### src/hw/rtl/crsh_mul.sv
// ----------------------------------------------------------------------------
// crsh_mul
// Shared signed 32x32 multiplier with registered product.
// ----------------------------------------------------------------------------
module crsh_mul (
   input  logic               clock,
   input  logic signed [31:0] mul_a,
   input  logic signed [31:0] mul_b,
   output logic signed [63:0] prod_ff
);
   always_ff @(posedge clock) begin
      prod_ff <= mul_a * mul_b;
   end

endmodule

### config.mk
export PLATFORM = sky130hd
export DESIGN_NAME = crsh_mul
export DESIGN_NICKNAME = d
export VERILOG_FILES = /design/src/hw/rtl/crsh_mul.sv
export SDC_FILE = /design/constraint.sdc
export NUM_CORES = 2
export LEC_CHECK = 0
export ABC_AREA = 1
export CAP_MARGIN = 40
export CORE_MARGIN = 3
export CORE_UTILIZATION = 55
export CTS_BUF_LIST = sky130_fd_sc_hd__clkbuf_8 sky130_fd_sc_hd__clkbuf_16
export DETAILED_ROUTE_END_ITERATION = 7
export DONT_BUFFER_PORTS = 1
export PLACE_DENSITY = 0.7
export SETUP_SLACK_MARGIN = 0.4
export SLEW_MARGIN = 25
export SYNTH_ARGS = -nofsm -noshare
export SYNTH_HDL_FRONTEND = slang
export SYNTH_SLANG_ARGS = --single-unit
### constraint.sdc
create_clock -name clock -period 10.4 [get_ports clock]
set_input_delay 1.04 -clock clock [delete_from_list [all_inputs] [get_ports clock]]
set_output_delay 1.04 -clock clock [all_outputs]
set_load 0.005 [all_outputs]
==> out/qor.yml <==
timing:
  max-slew-margin-rel_pct: 56.2
  slew_violations: 0
  worstMarginPinSlew_ns: 0.657
  max_clock_freq_mhz: 125
  finalSetupViolations: 0
  rsz0062_at_grt: "false"
  fin_setup_tns_ns: 0
  hold_viol: 0
  period_share_pct: 76.8
  fin_hold_ws_ns: 0.787
  finalCriticalPeriod_ns: 7.99
route:
  drtAntennaViolNets: 0
  vias: 30300
  first_pass_iters: 6
  vias_per_cell: 5.13
  wirelength_mm: 107
  avgRoutedWirePerCell_um: 18.2
  drtIter0Drc: 2311
  drcViolationCount: 0
synthesis:
  syn_nets: 6455
  synthSimpleGateAreaFrac_pct: 17.5
  synth.avg_cell_area_um2: 7.85
  synth_edf_count: 0
  synth.area.mux_share_pct: 0
  postSynthCellCount: 5124
  synth_cell_type_count: 27
  synth-seq-cells: 64
  synth_ff_type: "dfxtp_1"
  ys_seq_area_share_pct: 3.19
  synth_area_mm2: 0.0402
  synth_top_family_by_area: "adder cells"
  synth_adder_area_share_pct: 59.6
  async_flop_share_pct: 0
  synth-compound-area-share_pct: 1.26
  ys_warn_count: 0
  synth_xor_area_share_pct: 0.741
worst_hold_path:
  hp-class: "in -> reg"
floorplan:
  die_h_um: 276
  die_x_um: 276
  fp-row-count: 98
  dieArea_mm2: 0.0764
  core_mm2: 0.0720
  pin_count: 129
  initial_core_util_pct: 55.9
clock_tree:
  clockRootBuffer: "clkbuf_16"
  h-tree-depth: 3
  clk_path_buf_depth: 2
  cts_tree: "built"
  cts_sinks: 64
  path_clk_slew_ns: 0.06
  post-cts-setup-buffer-count: 0
  hold_buffers: 0
  post_cts_resized: 0
  cts_made_buffers: 9
critical_path:
  crit_fanout: 32
  required_ns: 10.64
  crit_family: "adder cells"
  crit_chain: "nand2_1, inv_1, fa_1, fa_1, fa_1, fa_1, inv_1, fa_1, inv_1, fa_1, inv_1, fa_1, inv_1, fa_1, ha_1, a21oi_1, nor2_1, nor2_1, nor2_1, nor2_1, nand2_1, nand3b_1, nand2_1, nand2_1"
  crit_type: "in -> reg"
  setup.worst_path.start_class: "primary input"
  critPathMaxStageDelay_ns: 1.00
  crit_buf_inv: 5
  critPathArrivalTime_ns: 8.23
  crit_path_end_kind: "flip-flop"
  cp_slowest_cell: "fa_1"
  crit_top_cell: "fa_1"
placement:
  gp_congestion: 1.01
  dp_hpwl_mm: 90.7
  place_inst: 5884
  io_buffers: 0
grt:
  antenna_found_initial: 0
  grt_first_pass_wirelength_mm: 178
  first_global_vias: 32900
  grt_overflow: 0
  grt_start_max_net_pins: 33
  grtUsageTotal_pct: 29.5
run:
  maxCapViolations: 0
run_status:
  status: "complete, no violations"
finish:
  regMostFlops: "prod_ff"
  nNetsFinal: 6276
  layout_common_cells: "1,692 x inv_1, 1,504 x nand2_1, 1,082 x fa_1, 184 x ha_1, 93 x nor2_1"
  diodes: 0
  largest_reg_flops: 64
  layout-drive-gt1-share_pct: 2.02
  top_regs: "prod_ff: 64 flops"
  fin_cells: 5900
  syn2layout_area_growth_pct: 2.08
  layout_commonest_cell: "inv_1"
## kinds of logic after synthesis
kind of cell / Yosys count
AOI/OAI and AO/OA: 95
xor gates and xnor gates: 34
adders and majority gates: 1266
buffers and inverters: 1892
DFF: 64
and+or+nand+nor: 1773
## worst paths after layout
check	endpoint	slack (ns)	from	depth (start not counted)
worst max-delay path	prod_ff[57]$_DFF_P_	2.41	mul_b[2]	24
worst min-delay path	prod_ff[0]$_DFF_P_	0.79	mul_a[0]	2
## synthesized netlist by cell type (8+ instances only)
cell / count / area, µm²
inv_1: 1692 / 6350
nand2_1: 1504 / 5650
fa_1: 1082 / 21700
clkbuf_1: 192 / 721
ha_1: 184 / 2300
nor2_1: 93 / 349
nand3_1: 73 / 365
dfxtp_1: 64 / 1280
a21oi_1: 62 / 310
nor2_2: 31 / 194
xor2_1: 31 / 272
nand2_2: 21 / 131
o21ai_0: 17 / 85.1
nand4_1: 13 / 81.3
nor3_1: 11 / 55.1
inv_2: 8 / 30.0
o21bai_1: 8 / 60.1
## per-stage QoR
stage	cell area (µm²)	setup WS [ns]	utilization [%]
after floorplan	40200	2.72	-
after global placement	40700	2.13	56.5
after detailed placement	40700	2.08	56.5
after CTS	41000	2.42	57.0
after global routing	41000	1.91	57.0
final	41000	2.41	57.0
## per-layer routing
metal | routed length, µm | vias to the layer above | GRT usage (%)
met2 | 51700 | 1143 | 48.8
li1 | - | 13600 | -
met4 | 2760 | 0 | 6.95
met5 | 0 | - | 0
met3 | 9100 | 187 | 5.80
met1 | 43500 | 15400 | 40.3
## final cells by class
type | instances | area (µm²)
Timing Repair Buffer | 2 | 15.0
Inverter | 1700 | 6380
Sequential cell | 64 | 1280
Fill cell | 6709 | 30900
Multi-Input combinational cell | 3168 | 31800
Clock buffer | 10 | 239
Clock inverter | 6 | 115
Tap cell | 950 | 1190
Power is left out: the tool's default activity adds up to more than one toggle a clock period on the data nets, which glitch-free logic cannot reach.
