### src/hw/rtl/crsh_pkg.sv
// ----------------------------------------------------------------------------
// crsh_pkg
// Shared types and constants for the closest ray / segment hit block.
// ----------------------------------------------------------------------------
package crsh_pkg;

   localparam int MAX_SEGMENTS_DEF = 16;

   localparam int COORD_W = 12;
   localparam int DIR_W   = 16;
   localparam int CNT_W   = 5;
   localparam int SLOT_W  = 4;
   localparam int POINT_W = 16;
   localparam int DIST_W  = 17;

   localparam logic OP_LOAD = 1'b0;
   localparam logic OP_CAST = 1'b1;

   localparam logic [POINT_W-1:0] POINT_MAX = '1;
   localparam logic [DIST_W-1:0]  DIST_MAX  = '1;

   // divider and square root widths
   localparam int DIVN_W = 56;
   localparam int DIVD_W = 40;
   localparam int SQ_W   = 56;
   localparam int ROOT_W = 28;

   typedef struct packed {
      logic [COORD_W-1:0] sx;
      logic [COORD_W-1:0] sy;
      logic [COORD_W-1:0] ex;
      logic [COORD_W-1:0] ey;
   } seg_entry_type;

endpackage

### src/hw/rtl/crsh_sqrt.sv
// ----------------------------------------------------------------------------
// crsh_sqrt
// Bit-pair integer square root, one result bit per cycle.
// ----------------------------------------------------------------------------
module crsh_sqrt (
   input  logic                          clock,
   input  logic                          reset,
   input  logic                          start,
   input  logic [crsh_pkg::SQ_W-1:0]     value,
   output logic                          done_ff,
   output logic [crsh_pkg::ROOT_W-1:0]   root
);
   import crsh_pkg::*;

   localparam int CW = $clog2(ROOT_W);
   localparam logic [CW-1:0] LAST = CW'(ROOT_W - 1);
   localparam logic [SQ_W-1:0] BIT_INIT = SQ_W'(1) << (SQ_W - 2);

   logic [SQ_W-1:0] v_ff, res_ff, bit_ff;
   logic [SQ_W-1:0] trial;
   logic [CW-1:0]   cnt_ff;
   logic            busy_ff;

   assign trial = res_ff + bit_ff;
   assign root  = res_ff[ROOT_W-1:0];

   always_ff @(posedge clock) begin
      if (reset) begin
         busy_ff <= 1'b0;
         done_ff <= 1'b0;
         cnt_ff  <= '0;
      end else begin
         done_ff <= 1'b0;
         if (start) begin
            busy_ff <= 1'b1;
            cnt_ff  <= '0;
         end else if (busy_ff) begin
            cnt_ff <= cnt_ff + 1'b1;
            if (cnt_ff == LAST) begin
               busy_ff <= 1'b0;
               done_ff <= 1'b1;
            end
         end
      end
   end

   always_ff @(posedge clock) begin
      if (start) begin
         v_ff   <= value;
         res_ff <= '0;
         bit_ff <= BIT_INIT;
      end else if (busy_ff) begin
         if (v_ff >= trial) begin
            v_ff   <= v_ff - trial;
            res_ff <= (res_ff >> 1) + bit_ff;
         end else begin
            res_ff <= res_ff >> 1;
         end
         bit_ff <= bit_ff >> 2;
      end
   end

endmodule

### config.mk
export PLATFORM = sky130hd
export DESIGN_NAME = crsh_sqrt
export DESIGN_NICKNAME = d
export VERILOG_FILES = /design/src/hw/rtl/crsh_pkg.sv /design/src/hw/rtl/crsh_sqrt.sv
export SDC_FILE = /design/constraint.sdc
export NUM_CORES = 1
export LEC_CHECK = 0
export BUFFER_PORTS_ARGS = -buffer_cell sky130_fd_sc_hd__buf_4
export CORE_ASPECT_RATIO = 1.25
export CORE_MARGIN = 10
export CORE_UTILIZATION = 62
export CTS_CLUSTER_DIAMETER = 120
export CTS_CLUSTER_SIZE = 12
export DETAILED_ROUTE_END_ITERATION = 16
export GPL_ROUTABILITY_DRIVEN = 0
export PLACE_DENSITY = 0.83
export SYNTH_ARGS = -nofsm -noshare
export SYNTH_HDL_FRONTEND = slang
export SYNTH_SLANG_ARGS = --single-unit
### constraint.sdc
create_clock -name clock -period 8.4 [get_ports clock]
set_input_delay 0.84 -clock clock [delete_from_list [all_inputs] [get_ports clock]]
set_output_delay 0.84 -clock clock [all_outputs]
set_load 0.1 [all_outputs]
==> results.toml <==
[routing]
routedWlPerCell_um = 18.13
vias_per_cell = 6.421
wl_met3_um = 1944
met2WireLength_um = 18130
drt-initial-drc-count = 1115
drcViolationCount = 0
drt-total-wl_um = 35500
wl_met1_um = 14080
ant_nets = 0
dr.pass1.iters = 7
highest_layer = "met4"
vias = 12570

[clock_network]
clock_path_buffers = 2
post_cts_buffers = 0
cts_tree = "done"
clock-sinks = 147
post_cts_resized = 0
clkLatencyLatePin_ns = 0.45
root_buffer = "clkbuf_16"
clk_pin_slew_ns = 0.07
cts.hold.buffers_added = 0
cts_made_buffers = 17
htree_levels = 4

[layout]
syn2layout_area_growth_pct = 7.765
seqCellArea_um2 = 3507
nets = 1846
diodes = 0
fill_cells = 1728
drive_above_1_share_pct = 9.798
multi_input_area_um2 = 8972
final_common_cell = "nand2_1"
layout.cells.most_common_list = "nand2_1, nor2_1, o21ai_0"

[synth]
yosys_warnings = 0
synthFlopType = "dfxtp_1"
synth.distinct_cells = 81
syn_area_per_cell_um2 = 7.832
ys_seq_elements = 147
ys_seq_area_share_pct = 26.55
syn_nets = 1860
syn_area_um2 = 13200
async_flop_share_pct = 0
synth_edf_count = 56
synthCells = 1685

[setup_path]
ff2ff_setup_slack_ns = 1.79
startpoint = "res_ff[4]$_SDFFE_PP0P_"
cp_num_buf_inv = 1
crit_required_ns = 8.54
worstSetupStartpointType = "register"
critPathSlowestCell = "nand2_2"
worstPathMaxFanout = 42
crit_family = "compound AO/OA/AOI/OAI gates"
worstSetupPathType = "register to register"
cp.arrival_ns = 6.76
r2r_cells = 23
worst_r2r_startpoint = "res_ff[4]$_SDFFE_PP0P_"
reg2reg_to = "v_ff[13]$_DFFE_PP_"
worstSetupEndpointType = "register"
cp_common_cell = "a21oi_1"
worst_path_largest_cell_delay_ns = 0.81
path_cells = "ha_1 -> a21oi_1 -> o31ai_1 -> a21oi_1 -> o31ai_1 -> a21oi_1 -> o21ai_1 -> a21oi_1 -> o21bai_1 -> a41o_1 -> nand2_1 -> xor2_1 -> ha_1 -> nand4_1 -> nor2_1 -> nand2_1 -> nor2_1 -> o21ai_0 -> a31oi_1 -> nand2b_1 -> nand2_1 -> nand2_2 -> buf_4"

[floorplan]
core_area_um2 = 20890
die-area_um2 = 27560
initial_core_util_pct = 63.17
die_x_um = 150.5
pin_count = 88
fp-row-count = 59
die_y_um = 183.1

[hold_path]
min_from = "cnt_ff[4]$_SDFFE_PP0P_"
hold_end = "cnt_ff[4]$_SDFFE_PP0P_"
min-delay-path-class = "register to register"
min_path_cells = 2

[power]
p_leak_nw = 5.488
powerDensity_nw_per_um2 = 269.4
ir_drop_v = 0.0001794

[timing]
clock_skew_ns = 0.01605
hold_viol = 0
worst_pin_slew_ns = 1.050
maxSlewViolCount = 0
setup_viol = 0
slew_headroom_pct = 29.76
period_share_pct = 78.75
min_period_ns = 6.615
fin_setup_tns_ns = 0
rsz0062_at_grt = "false"
fmax_mhz = 151.2
timing.hold.ws_ns = 0.5212

[global_route]
grt_max_degree = 100
track_usage_pct = 25.03
grt_pass1_vias = 12100
gr-total-overflow = 0
antenna_found_initial = 0
grt_pass1_wl_um = 57660

[place]
port-buffer-count = 87
dp_hpwl_um = 26190

[outcome]
status = "finished clean"

[job]
maxCapViolations = 0
## power by group
part / switching (mW) / total, mW / internal [mW]
clock: 0.347 / 0.761 / 0.415
sequential: 0.124 / 1.04 / 0.920
combinational: 1.27 / 2.03 / 0.761
## routing by layer
layer,track usage (%),up-vias
met5,0,-
li1,-,6118
met2,45.40,453
met3,4.409,120
met1,27.82,5881
met4,10.75,0
## cell families after synthesis
| group | count (synthesis) | synth area share [%] |
|---|---|---|
| simple gates | 564 | 19.22 |
| compound gates | 522 | 25.55 |
| buf+inv | 160 | 5.527 |
| flops | 147 | 26.55 |
| xor+xnor | 135 | 8.959 |
| fa+ha+maj | 116 | 11.05 |
| mux | 41 | 3.148 |
## stage by stage
stage | worst slack (ns) | total power, mW | instances | utilization, % | area, µm²
floorplan | 2.319 | 2.597 | 1685 | - | 13200
global placement | 2.120 | 2.986 | 1926 | 65.35 | 13650
detailed placement | 1.954 | 3.024 | 1926 | 65.35 | 13650
CTS | 1.872 | 3.792 | 1958 | 68.08 | 14220
global route | 1.173 | 4.074 | 1958 | 68.08 | 14220
finish | 1.785 | 3.832 | 1958 | 68.08 | 14220
## layout make-up
class	count	area share, %
Timing Repair Buffer	93	4.935
Inverter	34	0.8973
Multi-Input combinational cell	1378	63.09
Clock buffer	17	2.991
Clock inverter	15	1.020
Sequential cell	147	24.66
Tap cell	274	2.410
## sequential cells by signal, summed over array words and instances, names as in the netlist
name / cells
bit_ff: 28
busy_ff: 1
cnt_ff: 5
done_ff: 1
v_ff: 56
res_ff: 56
## worst max-delay path by stage
stage	end	slack, ns	depth (start not counted)
4_1_cts	v_ff[13]$_DFFE_PP_	1.87	23
6_report	v_ff[13]$_DFFE_PP_	1.79	23
2_1_floorplan	v_ff[0]$_DFFE_PP_	2.32	25
5_1_grt	v_ff[12]$_DFFE_PP_	1.17	23
3_3_place_gp	v_ff[1]$_DFFE_PP_	2.12	23
3_5_place_dp	v_ff[2]$_DFFE_PP_	1.95	23
## cells in the mapped netlist, types with 37 or more instances
| library cell | n | area share [%] |
|---|---|---|
| nand2_1 | 208 | 5.9 |
| nor2_1 | 179 | 5.1 |
| o21ai_0 | 151 | 5.7 |
| ha_1 | 115 | 11 |
| a21oi_1 | 99 | 3.8 |
| dfxtp_1 | 91 | 14 |
| clkbuf_1 | 76 | 2.2 |
| xor2_1 | 69 | 4.6 |
| xnor2_1 | 66 | 4.4 |
| edfxtp_1 | 56 | 13 |
| a31oi_1 | 47 | 2.2 |
| mux2i_1 | 37 | 2.8 |
## worst register-to-register path: stages, from the launching register on
cell	delay (ns)
dfxtp_1	0.40
ha_1	0.38
a21oi_1	0.10
o31ai_1	0.43
a21oi_1	0.20
o31ai_1	0.55
a21oi_1	0.20
o21ai_1	0.29
a21oi_1	0.16
o21bai_1	0.24
a41o_1	0.25
nand2_1	0.07
xor2_1	0.17
ha_1	0.41
nand4_1	0.15
nor2_1	0.13
nand2_1	0.08
nor2_1	0.09
o21ai_0	0.10
a31oi_1	0.33
nand2b_1	0.23
nand2_1	0.13
nand2_2	0.81
buf_4	0.42
Power figures use the tool's default switching activity.
