**config.mk**
```make
export PLATFORM = sky130hd
export DESIGN_NAME = crsh_div
export DESIGN_NICKNAME = d
export VERILOG_FILES = /design/src/hw/rtl/crsh_pkg.sv /design/src/hw/rtl/crsh_div.sv
export SDC_FILE = /design/constraint.sdc
export NUM_CORES = 1
export LEC_CHECK = 0
export ABC_AREA = 1
export BUFFER_PORTS_ARGS = -buffer_cell sky130_fd_sc_hd__clkbuf_2
export CORE_ASPECT_RATIO = 1.5
export CORE_MARGIN = 3
export CORE_UTILIZATION = 57
export CTS_CLUSTER_DIAMETER = 100
export DETAILED_ROUTE_END_ITERATION = 6
export PLACE_DENSITY = 0.86
export SLEW_MARGIN = 20
export SYNTH_ARGS = -nofsm -noshare
export SYNTH_HDL_FRONTEND = slang
export SYNTH_SLANG_ARGS = --single-unit
```
**constraint.sdc**
```tcl
create_clock -name clock -period 4.1 [get_ports clock]
set_clock_uncertainty 0.2 [all_clocks]
set_input_delay 0.82 -clock clock [delete_from_list [all_inputs] [get_ports clock]]
set_output_delay 0.82 -clock clock [all_outputs]
set_load 0.03 [all_outputs]
```
**src/hw/rtl/crsh_pkg.sv**
```systemverilog
// ----------------------------------------------------------------------------
// crsh_pkg
// Shared types and constants for the closest ray / segment hit block.
// ----------------------------------------------------------------------------
package crsh_pkg;

   localparam int MAX_SEGMENTS_DEF = 16;

   localparam int COORD_W = 12;
   localparam int DIR_W   = 16;
   localparam int CNT_W   = 5;
   localparam int SLOT_W  = 4;
   localparam int POINT_W = 16;
   localparam int DIST_W  = 17;

   localparam logic OP_LOAD = 1'b0;
   localparam logic OP_CAST = 1'b1;

   localparam logic [POINT_W-1:0] POINT_MAX = '1;
   localparam logic [DIST_W-1:0]  DIST_MAX  = '1;

   // divider and square root widths
   localparam int DIVN_W = 56;
   localparam int DIVD_W = 40;
   localparam int SQ_W   = 56;
   localparam int ROOT_W = 28;

   typedef struct packed {
      logic [COORD_W-1:0] sx;
      logic [COORD_W-1:0] sy;
      logic [COORD_W-1:0] ex;
      logic [COORD_W-1:0] ey;
   } seg_entry_type;

endpackage

```
**src/hw/rtl/crsh_div.sv**
```systemverilog
// ----------------------------------------------------------------------------
// crsh_div
// Restoring unsigned divider, one quotient bit per cycle.
// ----------------------------------------------------------------------------
module crsh_div (
   input  logic                          clock,
   input  logic                          reset,
   input  logic                          start,
   input  logic [crsh_pkg::DIVN_W-1:0]   dividend,
   input  logic [crsh_pkg::DIVD_W-1:0]   divisor,
   output logic                          done_ff,
   output logic [crsh_pkg::DIVN_W-1:0]   quo_ff
);
   import crsh_pkg::*;

   localparam int CW = $clog2(DIVN_W);
   localparam logic [CW-1:0] LAST = CW'(DIVN_W - 1);

   logic [DIVD_W-1:0] rem_ff, rem_in;
   logic [DIVD_W-1:0] dsr_ff;
   logic [DIVN_W-1:0] quo_in;
   logic [CW-1:0]     cnt_ff;
   logic              busy_ff;
   logic [DIVD_W:0]   trial;
   logic [DIVD_W:0]   diff;
   logic              ge;

   always_comb begin
      trial  = {rem_ff, quo_ff[DIVN_W-1]};
      diff   = trial - {1'b0, dsr_ff};
      ge     = (trial >= {1'b0, dsr_ff});
      rem_in = ge ? diff[DIVD_W-1:0] : trial[DIVD_W-1:0];
      quo_in = {quo_ff[DIVN_W-2:0], ge};
   end

   always_ff @(posedge clock) begin
      if (reset) begin
         busy_ff <= 1'b0;
         done_ff <= 1'b0;
         cnt_ff  <= '0;
      end else begin
         done_ff <= 1'b0;
         if (start) begin
            busy_ff <= 1'b1;
            cnt_ff  <= '0;
         end else if (busy_ff) begin
            cnt_ff <= cnt_ff + 1'b1;
            if (cnt_ff == LAST) begin
               busy_ff <= 1'b0;
               done_ff <= 1'b1;
            end
         end
      end
   end

   always_ff @(posedge clock) begin
      if (start) begin
         rem_ff <= '0;
         quo_ff <= dividend;
         dsr_ff <= divisor;
      end else if (busy_ff) begin
         rem_ff <= rem_in;
         quo_ff <= quo_in;
      end
   end

endmodule

```
==> metrics.txt <==
# TYPE chip_impl_metric gauge
chip_impl_metric{name="gpl.final_weighted_congestion",unit=""} 1.03
chip_impl_metric{name="worst_slack",unit="ps"} 955
chip_impl_metric{name="die_w",unit="um"} 109
chip_impl_metric{name="floorplan.initialDensity",unit="%"} 58.2
chip_impl_metric{name="die_ar",unit="um^2"} 17600
chip_impl_metric{name="hold_viol",unit=""} 0
chip_impl_metric{name="synth_nets",unit=""} 1449
chip_impl_metric{name="place_worst_setup_slack",unit="ps"} 1010
chip_impl_metric{name="cts_inserted_buffers",unit=""} 17
chip_impl_metric{name="area_growth_syn_to_layout",unit="%"} 16.2
chip_impl_info{name="crit_path_cell_trace",value="inv_1 > ha_1 > a21oi_1 > o21ai_1 > a21oi_1 > nand2_2 > nor2_4 > nand2_4 > nand2_1 > nand3_1 > o21ai_1"} 1
chip_impl_info{name="ys.flop_type",value="edfxtp_1"} 1
chip_impl_metric{name="detail_route.wirelength",unit="mm"} 23.9
chip_impl_info{name="status",value="complete, no violations"} 1
chip_impl_info{name="worst_r2r_endpoint",value="rem_ff[9]"} 1
chip_impl_info{name="hold_path.startpoint",value="rem_ff[23]"} 1
chip_impl_metric{name="synth.ff_latch_count",unit=""} 144
chip_impl_metric{name="final_net_count",unit=""} 1598
chip_impl_metric{name="worst-path-max-fanout",unit=""} 40
chip_impl_metric{name="clk_pin_slew",unit="ps"} 70
chip_impl_metric{name="grt_antenna_before_repair",unit=""} 0
chip_impl_metric{name="drcViolationCount",unit=""} 0
chip_impl_info{name="critical_path_class",value="reg2reg"} 1
chip_impl_metric{name="dr.first_iter.drc_count",unit=""} 433
chip_impl_metric{name="dp_hpwl",unit="mm"} 18.4
chip_impl_metric{name="worst_pin_slew",unit="ps"} 868
chip_impl_metric{name="grt_pass1_vias",unit=""} 8619
chip_impl_metric{name="async_flop_share",unit="%"} 0
chip_impl_metric{name="post_cts_hold_buffer_count",unit=""} 0
chip_impl_metric{name="design_power_total",unit="W"} 0.00372
chip_impl_info{name="hold-path-endpoint",value="rem_ff[23]"} 1
chip_impl_info{name="slowest_stage",value="nor2_4"} 1
chip_impl_metric{name="io_pins",unit=""} 156
chip_impl_metric{name="synth.avg_cell_area",unit="um^2"} 6.98
chip_impl_info{name="synthDominantAreaCellType",value="edfxtp_1"} 1
chip_impl_metric{name="post-cts-setup-buffer-count",unit=""} 0
chip_impl_info{name="clock-root-buffer",value="clkbuf_16"} 1
chip_impl_metric{name="synth_cell_type_count",unit=""} 35
chip_impl_metric{name="global_route.usage.met1",unit="%"} 29.3
chip_impl_metric{name="number_of_optimization_iterations_in_the_first_detailed_route_pass",unit=""} 5
chip_impl_info{name="worst_hold_path_type",value="reg2reg"} 1
chip_impl_metric{name="antennaDiodeCount",unit=""} 0
chip_impl_metric{name="maxSlewViolCount",unit=""} 0
chip_impl_metric{name="irDropWorstVdd",unit="uV"} 330
chip_impl_metric{name="chipHeight",unit="um"} 161
chip_impl_metric{name="worst_slew_margin_rel",unit="%"} 42.0
chip_impl_metric{name="groute.layer.met3.usage",unit="%"} 6.92
chip_impl_metric{name="clock_tree.htree_level_count",unit=""} 4
chip_impl_metric{name="syn_inst",unit=""} 1308
chip_impl_metric{name="cts_sinks",unit=""} 144
chip_impl_info{name="most_frequent_standard_cell_in_the_layout_excluding_fill_and_tap_cells",value="nand2_1"} 1
chip_impl_info{name="rr_startpoint",value="dsr_ff[34]"} 1
chip_impl_metric{name="layout.area.seq",unit="um^2"} 3840
chip_impl_info{name="global_route.peak_usage_layer",value="met2"} 1
chip_impl_info{name="cp-start-kind",value="flop"} 1
chip_impl_metric{name="synth_area",unit="um^2"} 9140
chip_impl_info{name="netlist_top_cells_area",value="edfxtp_1, nand2_1, dfxtp_1"} 1
chip_impl_metric{name="regToRegSetupSlack",unit="ps"} 950
chip_impl_metric{name="hold_depth",unit=""} 2
chip_impl_info{name="grt_setup_unrepaired",value="false"} 1
chip_impl_metric{name="power.density_cell_area",unit="nW/um^2"} 350
chip_impl_metric{name="clk-insertion-delay-late",unit="ps"} 430
chip_impl_metric{name="coreArea",unit="um^2"} 15700
chip_impl_metric{name="num_vias",unit=""} 8630
chip_impl_metric{name="route.antenna.remaining_nets",unit=""} 0
chip_impl_metric{name="grt-ovfl-total",unit=""} 0
chip_impl_metric{name="synth_largest_type_area_fraction",unit="%"} 31.6
chip_impl_metric{name="setup-violations-final",unit=""} 0
chip_impl_metric{name="slowest_cell_delay_on_critical_path",unit="ps"} 550
chip_impl_metric{name="drt-vias-per-instance",unit=""} 5.16
chip_impl_metric{name="max_freq",unit="GHz"} 0.318
chip_impl_metric{name="yosysWarningCount",unit=""} 0
chip_impl_metric{name="worst_ep_required_time",unit="ps"} 4250
chip_impl_metric{name="use_met2",unit="%"} 50.6
chip_impl_metric{name="data_arrival_critical_path",unit="ps"} 3300
chip_impl_info{name="worstSetupStartpoint",value="dsr_ff[34]"} 1
chip_impl_info{name="tritoncts",value="yes"} 1
chip_impl_info{name="mostFrequentLayoutCells",value="nand2_1, inv_1, clkbuf_2, edfxtp_1, nand3_1"} 1
chip_impl_metric{name="max-clock-path-buffers",unit=""} 2
chip_impl_metric{name="drive_above_1_share",unit="%"} 14.2
chip_impl_metric{name="period_needed",unit="ps"} 3150
chip_impl_metric{name="timing.final.crit_share",unit="%"} 76.7
chip_impl_metric{name="timing.reg2reg.worst_path_depth",unit=""} 11
chip_impl_metric{name="port-buffer-count",unit=""} 155
chip_impl_metric{name="synth-edff-count",unit=""} 96
chip_impl_metric{name="power.static_leakage",unit="nW"} 5.79
chip_impl_metric{name="num-fill-cells",unit=""} 1384
chip_impl_metric{name="max-cap-violations",unit=""} 0
chip_impl_info{name="setup.worst_path.end_class",value="flop"} 1
chip_impl_metric{name="placementRows",unit=""} 56
chip_impl_metric{name="groute.usage.overall",unit="%"} 28.4
chip_impl_metric{name="grt_start_max_net_pins",unit=""} 66
chip_impl_metric{name="post_cts_resized",unit=""} 0
chip_impl_metric{name="tns",unit="ps"} 0
chip_impl_metric{name="detail_route.wl_per_cell",unit="um"} 14.3
chip_impl_metric{name="synth-seq-area-share",unit="%"} 42.1
chip_impl_metric{name="global_route_wire_length_before_repair",unit="mm"} 39.3
chip_impl_metric{name="multi_input_combinational_cell_area",unit="um^2"} 4280
-- worst max-delay path, delay by kind of cell (launching register included) --
family | cells | cell delay [ps]
AO/OA/AOI/OAI | 4 | 770
flip-flops | 1 | 360
adder cells (fa/ha/maj) | 1 | 280
AND/OR/NAND/NOR | 5 | 1330
buffers and inverters | 1 | 80
-- metal layers --
| layer | share of wire, % | wire, um |
|---|---|---|
| met4 | 5.5 | 1330 |
| met5 | 0 | 0 |
| met3 | 6.0 | 1450 |
| met1 | 37 | 8750 |
| met2 | 52 | 12400 |
-- through the flow --
stage / util [%] / area [um^2] / instances / hold slack [ps]
global placement: 64.1 / 10100 / 1641 / 257
detailed placement: 64.1 / 10100 / 1641 / 259
global route: 67.6 / 10600 / 1673 / 292
finish: 67.6 / 10600 / 1673 / 269
floorplan: - / 9140 / 1308 / 239
CTS: 67.6 / 10600 / 1673 / 272
-- layout make-up --
class                   count  share of cell area [%]
clock inverters            14                    1.18
inverters                 225                    7.96
well taps                 203                    2.39
flip-flops and latches    144                    36.2
repair buffers            161                    7.87
clock buffers              18                    4.04
multi-input cells         908                    40.3
-- worst max path at each step --
stage          depth (start not counted)          to
3_5_place_dp                          11  rem_ff[12]
6_report                              11   rem_ff[9]
4_1_cts                               11  rem_ff[12]
2_1_floorplan                          3   quo_ff[0]
3_3_place_gp                          11  rem_ff[20]
5_1_grt                               11  rem_ff[12]
-- logic make-up after synthesis --
family / Yosys count / share of synthesized area, %
buffers and inverters: 256 / 11.1
AOI/OAI and AO/OA: 73 / 4.33
xor gates and xnor gates: 22 / 2.11
and+or+nand+nor: 771 / 34.6
DFF: 144 / 42.1
adders and majority gates: 42 / 5.83
-- flip-flops by register name (all words and copies together) (netlist names) --
| name | cells |
|---|---|
| busy_ff | 1 |
| quo_ff | 56 |
| done_ff | 1 |
| cnt_ff | 6 |
| dsr_ff | 40 |
| rem_ff | 40 |
-- cells in the mapped netlist (all sizes together), types with 18 or more instances --
library cell	number
a21oi	33
buf	18
dfxtp	48
edfxtp	96
ha	41
inv	222
nand2	563
nand3	95
nand3b	20
nor2	79
o21ai	31
xnor2	21
-- power by group --
part	total, W	switching, W	internal (W)
Sequential	0.00171	0.0000485	0.00166
Clock	0.00148	0.000686	0.000796
Combinational	0.000526	0.000363	0.000163
Note: power is estimated with default switching activity, not from simulation.
