<file path="src/hw/rtl/crsh_pkg.sv">
// ----------------------------------------------------------------------------
// crsh_pkg
// Shared types and constants for the closest ray / segment hit block.
// ----------------------------------------------------------------------------
package crsh_pkg;

   localparam int MAX_SEGMENTS_DEF = 16;

   localparam int COORD_W = 12;
   localparam int DIR_W   = 16;
   localparam int CNT_W   = 5;
   localparam int SLOT_W  = 4;
   localparam int POINT_W = 16;
   localparam int DIST_W  = 17;

   localparam logic OP_LOAD = 1'b0;
   localparam logic OP_CAST = 1'b1;

   localparam logic [POINT_W-1:0] POINT_MAX = '1;
   localparam logic [DIST_W-1:0]  DIST_MAX  = '1;

   // divider and square root widths
   localparam int DIVN_W = 56;
   localparam int DIVD_W = 40;
   localparam int SQ_W   = 56;
   localparam int ROOT_W = 28;

   typedef struct packed {
      logic [COORD_W-1:0] sx;
      logic [COORD_W-1:0] sy;
      logic [COORD_W-1:0] ex;
      logic [COORD_W-1:0] ey;
   } seg_entry_type;

endpackage

</file>
<file path="src/hw/rtl/crsh_seg_mem.sv">
// ----------------------------------------------------------------------------
// crsh_seg_mem
// Segment table: one write port, one registered read port.
// ----------------------------------------------------------------------------
module crsh_seg_mem #(
   parameter int DEPTH = 16,
   parameter int AW    = 4
) (
   input  logic                    clock,
   input  logic                    wr_en,
   input  logic [AW-1:0]           wr_addr,
   input  crsh_pkg::seg_entry_type wr_data,
   input  logic [AW-1:0]           rd_addr,
   output crsh_pkg::seg_entry_type rd_data_ff
);
   import crsh_pkg::*;

   seg_entry_type mem [DEPTH];

   always_ff @(posedge clock) begin
      if (wr_en) begin
         mem[wr_addr] <= wr_data;
      end
   end

   always_ff @(posedge clock) begin
      rd_data_ff <= mem[rd_addr];
   end

endmodule

</file>
<file path="config.mk">
export PLATFORM = sky130hd
export DESIGN_NAME = crsh_seg_mem
export DESIGN_NICKNAME = d
export VERILOG_FILES = /design/src/hw/rtl/crsh_pkg.sv /design/src/hw/rtl/crsh_seg_mem.sv
export SDC_FILE = /design/constraint.sdc
export NUM_CORES = 1
export LEC_CHECK = 0
export ABC_CLOCK_PERIOD_IN_PS = 5650
export BUFFER_PORTS_ARGS = -buffer_cell sky130_fd_sc_hd__buf_2
export CAP_MARGIN = 10
export CORE_MARGIN = 5
export CORE_UTILIZATION = 35
export DETAILED_ROUTE_END_ITERATION = 10
export SYNTH_ARGS = -nofsm -noshare
export SYNTH_HDL_FRONTEND = slang
export SYNTH_SLANG_ARGS = --single-unit
</file>
<file path="constraint.sdc">
create_clock -name clock -period 5.65 [get_ports clock]
set_input_delay 0.565 -clock clock [delete_from_list [all_inputs] [get_ports clock]]
set_output_delay 0.565 -clock clock [all_outputs]
set_load 0.1 [all_outputs]
</file>
==> results.toml, run 1 <==
[run_status]
status = "complete, no violations"

[clocking]
clk_pin_slew_ns = 0.06
numCtsBuffers = 86
hold_buffers = 0
cts_setup_buffers = 0
cts_tree = "built"
cts-resized-gates = 0
h-tree-depth = 3
clock-sinks = 816
clk_latency_ns = 0.62
clockBufferDepth = 3
cts_root_buf = "clkbuf_16"

[floorplanning]
die_x_um = 301
core-area_um2 = 84000
start_util_pct = 35.4
die_area_um2 = 90800
ios = 106
chipHeight_um = 301
fp-row-count = 106

[sta]
setup_violations = 0
fin_skew_ns = 0.0194
timing.final.ws_setup_ns = 3.23
slew-limit-headroom_pct = 32.3
slew_viol_final = 0
finalHoldViolCount = 0
fin_crit_ns = 2.42
worstMarginPinSlew_ns = 1.02
period_share_pct = 42.8
max_freq_mhz = 413
fin_setup_tns_ns = 0
rsz0062_at_grt = "no"

[route]
drt-vias-per-instance = 5.10
routed-via-count = 13292
drt_wl_total_mm = 65.0
drtIter0Drc = 1185
dr.pass1.iters = 4
wl_per_cell_um = 24.9
route.detailed.drc = 0
ant_nets = 0

[synthesis]
seq_area_frac_synth_pct = 80.9
synth.mux.area_fraction_pct = 14.6
yosysTopAreaCell = "edfxtp_1"
synthAdderAreaFrac_pct = 0
yosysTopAreaCellShare_pct = 77.7
ys_types = 17
synth_area_um2 = 29700
synth_top_family_by_area = "multiplexers"
synth_simple_gate_area_share_pct = 1.05
synth.avg_cell_area_um2 = 23.9
synth_compound_area_share_pct = 2.43
ys_warn_count = 0
synth_nets = 1300
ys_seq_elements = 816
synth_xor_area_share_pct = 0
synth_cells = 1242
netlist_top_cells_area = "edfxtp_1 (78%), mux4_2 (15%), dfxtp_1 (3.2%)"

[global_route]
overflow = 0
grt_pass1_wl_mm = 96.0
antenna_found_initial = 6
grt.total_usage_pct = 14.2
grt_max_degree = 89
grt_pass1_vias = 14179

[setup_path]
cp_max_fo = 78
r2r_cells = 3
r2r_slack_ns = 4.19
reg2reg_to = "rd_data_ff[29]"
worstReg2RegStart = "mem[3][29]"
arrival_ns = 2.93
crit_required_ns = 6.16
end_kind = "flip-flop"
crit_type = "in -> reg"
start_kind = "primary input"

[placed_design]
dp_hpwl_mm = 32.2
gp_congestion = 0.676
place_inst = 2445
portBuffers = 105
dp_slack_ns = 2.52

[power_and_ir_drop]
total_leakage_power_uw = 0.0110
power_uw = 13300
ir_drop_uv = 214
powerDensity_nw_per_um2 = 384

[min_path]
min-delay-start = "wr_data[6]"
hp-class = "in -> reg"
min_to = "mem[6][6]"
hold_depth = 1

[layout]
layout-drive-gt1-share_pct = 32.5
syn_to_final_growth_pct = 16.5
stdcell_count = 2608
nets = 1457
fill_cells = 7257

[flow_run]
cap_violations = 0
[registers in the layout (all words and copies together) (netlist names)]
signal,count
rd_data_ff,48
mem,768
[where the power goes]
part / switching [uW] / total [uW] / internal, uW
Combinational: 637 / 873 / 237
Clock: 2290 / 5610 / 3320
Sequential: 42.5 / 6810 / 6770
[metal layers]
| metal | global-route usage, % | routed length, um |
|---|---|---|
| met4 | 3.39 | 1190 |
| met1 | 20.7 | 29400 |
| met2 | 22.4 | 30700 |
| met5 | 0 | 30 |
| met3 | 2.88 | 3650 |
[placed cells by master (no fill, tap or decap), drive strengths merged, types with 2 or more instances in the layout]
cell type and instances:
a22oi 96, buf 131, bufinv 7, clkbuf 121, clkinv 22, clkinvlp 6, dfxtp 48, diode 2
edfxtp 768, inv 6, mux4 192, nand2 49, nand2b 2, nand3b 2, nor2 13, nor2b 2
nor3 4
[critical path, stage by stage]
cell and delay, ns:
buf_8 0.62, buf_4 0.68, mux4_2 0.60, a22oi_1 0.21, nand2_1 0.08
[worst max-delay path by stage]
| stage | to | start | slack (ns) | cells past startpoint |
|---|---|---|---|---|
| final | rd_data_ff[2] | rd_addr[0] | 3.23 | 5 |
| after floorplan | mem[0][0] | wr_addr[2] | 0.78 | 2 |
| after detailed placement | rd_data_ff[2] | rd_addr[0] | 2.52 | 5 |
| after global placement | rd_data_ff[9] | rd_addr[0] | 2.54 | 5 |
| after CTS | rd_data_ff[2] | rd_addr[0] | 3.19 | 5 |
| after global routing | rd_data_ff[3] | rd_addr[0] | 3.02 | 5 |
[stage by stage]
step / instance area (um^2) / hold slack (ns) / util [%]
final: 34600 / 0.303 / 41.2
after global routing: 34600 / 0.278 / 41.2
after CTS: 34600 / 0.255 / 41.2
after detailed placement: 31700 / 0.652 / 37.8
after global placement: 31700 / 0.656 / 37.8
after floorplan: 29700 / 0.635 / -
[cell type report]
cell class	count	area, um^2	area share (%)
sequential	816	24000	69.4
antenna	2	5.00	0.0145
clock buffer	120	2400	6.94
multi-input combinational	363	5490	15.9
tap	1134	1420	4.10
clock inverter	41	457	1.32
timing repair buffer	132	797	2.30
[kinds of logic (layout without fill, tap and decap cells)]
kind of cell           count (synthesis)  after routing
buffers and inverters                 63            293
AND/OR/NAND/NOR                       75             75
flip-flops                           816            816
AO/OA/AOI/OAI                         96             96
other                                  0              2
multiplexers                         192            192
[synth_stat cells]
master / n
edfxtp_1: 768
mux4_2: 192
a22oi_1: 96
nand2_1: 49
dfxtp_1: 48
clkbuf_1: 28
buf_4: 18
nor2_1: 13
buf_1: 9
buf_2: 8
nor3_1: 4
nand2b_1: 2
nand3b_1: 2
nor2b_1: 2
and2_1: 1
nand3_1: 1
or3b_2: 1
(Power assumes the default switching activity.)
==> run 2, diff against run 1 <==
- ABC_CLOCK_PERIOD_IN_PS: 5650 -> 2400
- clock period: 5.65 -> 2.4 ns (I/O delays scaled with it)
==> run 2 against run 1 <==
  * Core utilization grew 1.3 points
  * Largest cell class unchanged
  * Register-to-register slack worse by 3.2 ns
  * Global-route usage is 0.65 points higher
  * Clock skew rose by 0.0066 ns
  * Combinational power rose to 2.5 times the previous value
  * Sequential share of layout area shrank 2.1 points
  * Design area increased by 3.1%
  * Via count rose by 3.8%
  * Critical endpoint is now rd_data_ff[40]
==> results.toml, run 2 (synthesized netlist as in run 1, its figures left out) <==
[layout]
fin_area_um2 = 35700
layout_commonest_cell = "edfxtp_1"
layout-drive-gt1-share_pct = 32.0
stdcell_count = 2673
nets = 1525
regMostFlops = "mem"
final_cell_mix = "edfxtp_1 (768), mux4_2 (192), buf_2 (103)"
top_regs = "mem (768), rd_data_ff (48)"
largest_reg_flops = 768
syn_to_final_growth_pct = 20.1

[sta]
max_freq_mhz = 555
timing.final.ws_setup_ns = 0.597
fin_crit_ns = 1.80
fin_skew_ns = 0.0260
setup_violations = 0
rsz0062_at_grt = "no"
slew_viol_final = 0
finalHoldViolCount = 0
slew-limit-headroom_pct = 63.5
worstMarginPinSlew_ns = 0.547
period_share_pct = 75.1
hold_ws_ns = 0.259

[route]
drt-vias-per-instance = 5.16
wl_per_cell_um = 25.2
drtIter0Drc = 1221
ant_nets = 0
drt_wl_total_mm = 67.5
routed-via-count = 13796
dr.pass1.iters = 5
route.detailed.drc = 0

[placed_design]
dp_hpwl_mm = 33.4
gp_congestion = 0.688
portBuffers = 105
dp_slack_ns = 0.383
post_dp_cell_area_um2 = 32200
place_inst = 2465

[clocking]
cts_root_buf = "clkbuf_16"
cts_setup_buffers = 0
h-tree-depth = 3
clk_pin_slew_ns = 0.06
cts_tree = "built"
clock-sinks = 816
cts-resized-gates = 0
numCtsBuffers = 86
clk_latency_ns = 0.63
clockBufferDepth = 3

[power_and_ir_drop]
ir_drop_uv = 480
powerDensity_nw_per_um2 = 896
total_leakage_power_uw = 0.0114

[setup_path]
critPathMaxStageDelay_ns = 0.48
critPathSlowestCell = "buf_2"
path_cells = "buf_2"
crit_type = "reg -> out"
crit_family = "buffers and inverters"
end_kind = "primary output"
crit_required_ns = 2.16
crit_buf_inv = 1
start_kind = "flip-flop"
cp_max_fo = 1
arrival_ns = 1.56

[floorplanning]
die_x_um = 301
die_area_um2 = 90800
start_util_pct = 35.4
chipHeight_um = 301
core-area_um2 = 84000
ios = 106
fp-row-count = 106

[global_route]
overflow = 0
grt_pass1_wl_mm = 99.7
grt.total_usage_pct = 14.9
antenna_found_initial = 6
grt_pass1_vias = 14521
grt_max_degree = 49

[run_status]
status = "complete, no violations"

[flow_run]
cap_violations = 0

[min_path]
hp-class = "in -> reg"
## run 2: changes by cell type in the layout (fill, tap and decap cells not counted), moves of 4 or more
cell,change
buf_12,+26
buf_4,-6
bufinv_16,+7
clkbuf_1,-5
clkbuf_8,-8
clkinv_1,+7
dlygate4sd3_1,+48
nor3_2,-4
nor3_4,+4
## run 2: cell type report
| cell class | instances | area, um^2 |
|---|---|---|
| fillers | 7195 | 48300 |
| flip-flops and latches | 816 | 24000 |
| multi-input cells | 363 | 5520 |
| clock buffers | 109 | 2320 |
| repair buffers | 200 | 1750 |
| well taps | 1134 | 1420 |
| clock inverters | 48 | 621 |
| diodes | 3 | 7.51 |
## run 2: metal layers
layer  wire length [um]  up-vias  global-route usage (%)
met5                 27        -                       0
met4               1220        4                    3.32
met3               3670      102                    2.69
met2              31600      399                    23.1
met1              31000     7514                    22.2
li1                   -     5777                       -
## run 2: final timing paths
kind         slack [ns]              to      startpoint  cells after the start
max                0.60  rd_data_ff[40]  rd_data_ff[40]                      1
min reg2reg        0.65  rd_data_ff[42]     mem[15][42]                      3
min                0.26  rd_data_ff[15]      rd_addr[1]                      4
max reg2reg        1.01  rd_data_ff[13]      mem[3][13]                      3
## run 2: report_power, final
part,switching [uW],total (uW),leakage (uW),internal (uW)
logic,1530,2190,0.00266,657
registers,112,16000,0.00734,15900
clock network,5360,13700,0.00143,8380
total,7000,32000,0.0114,25000
## run 2: repair_timing
action	4_1_cts	5_1_grt
endpoints found under the setup margin	0	0
endpoints found under the hold margin	760	0
hold buffers	48	0
## run 2: stage by stage
stage	setup TNS, ns	power (uW)	utilization, %
finish	0	32000	42.5
global route	0	33000	42.5
CTS	0	32300	42.5
detailed placement	0	18500	38.4
global placement	0	18500	38.4
floorplan	-283.36	17800	-
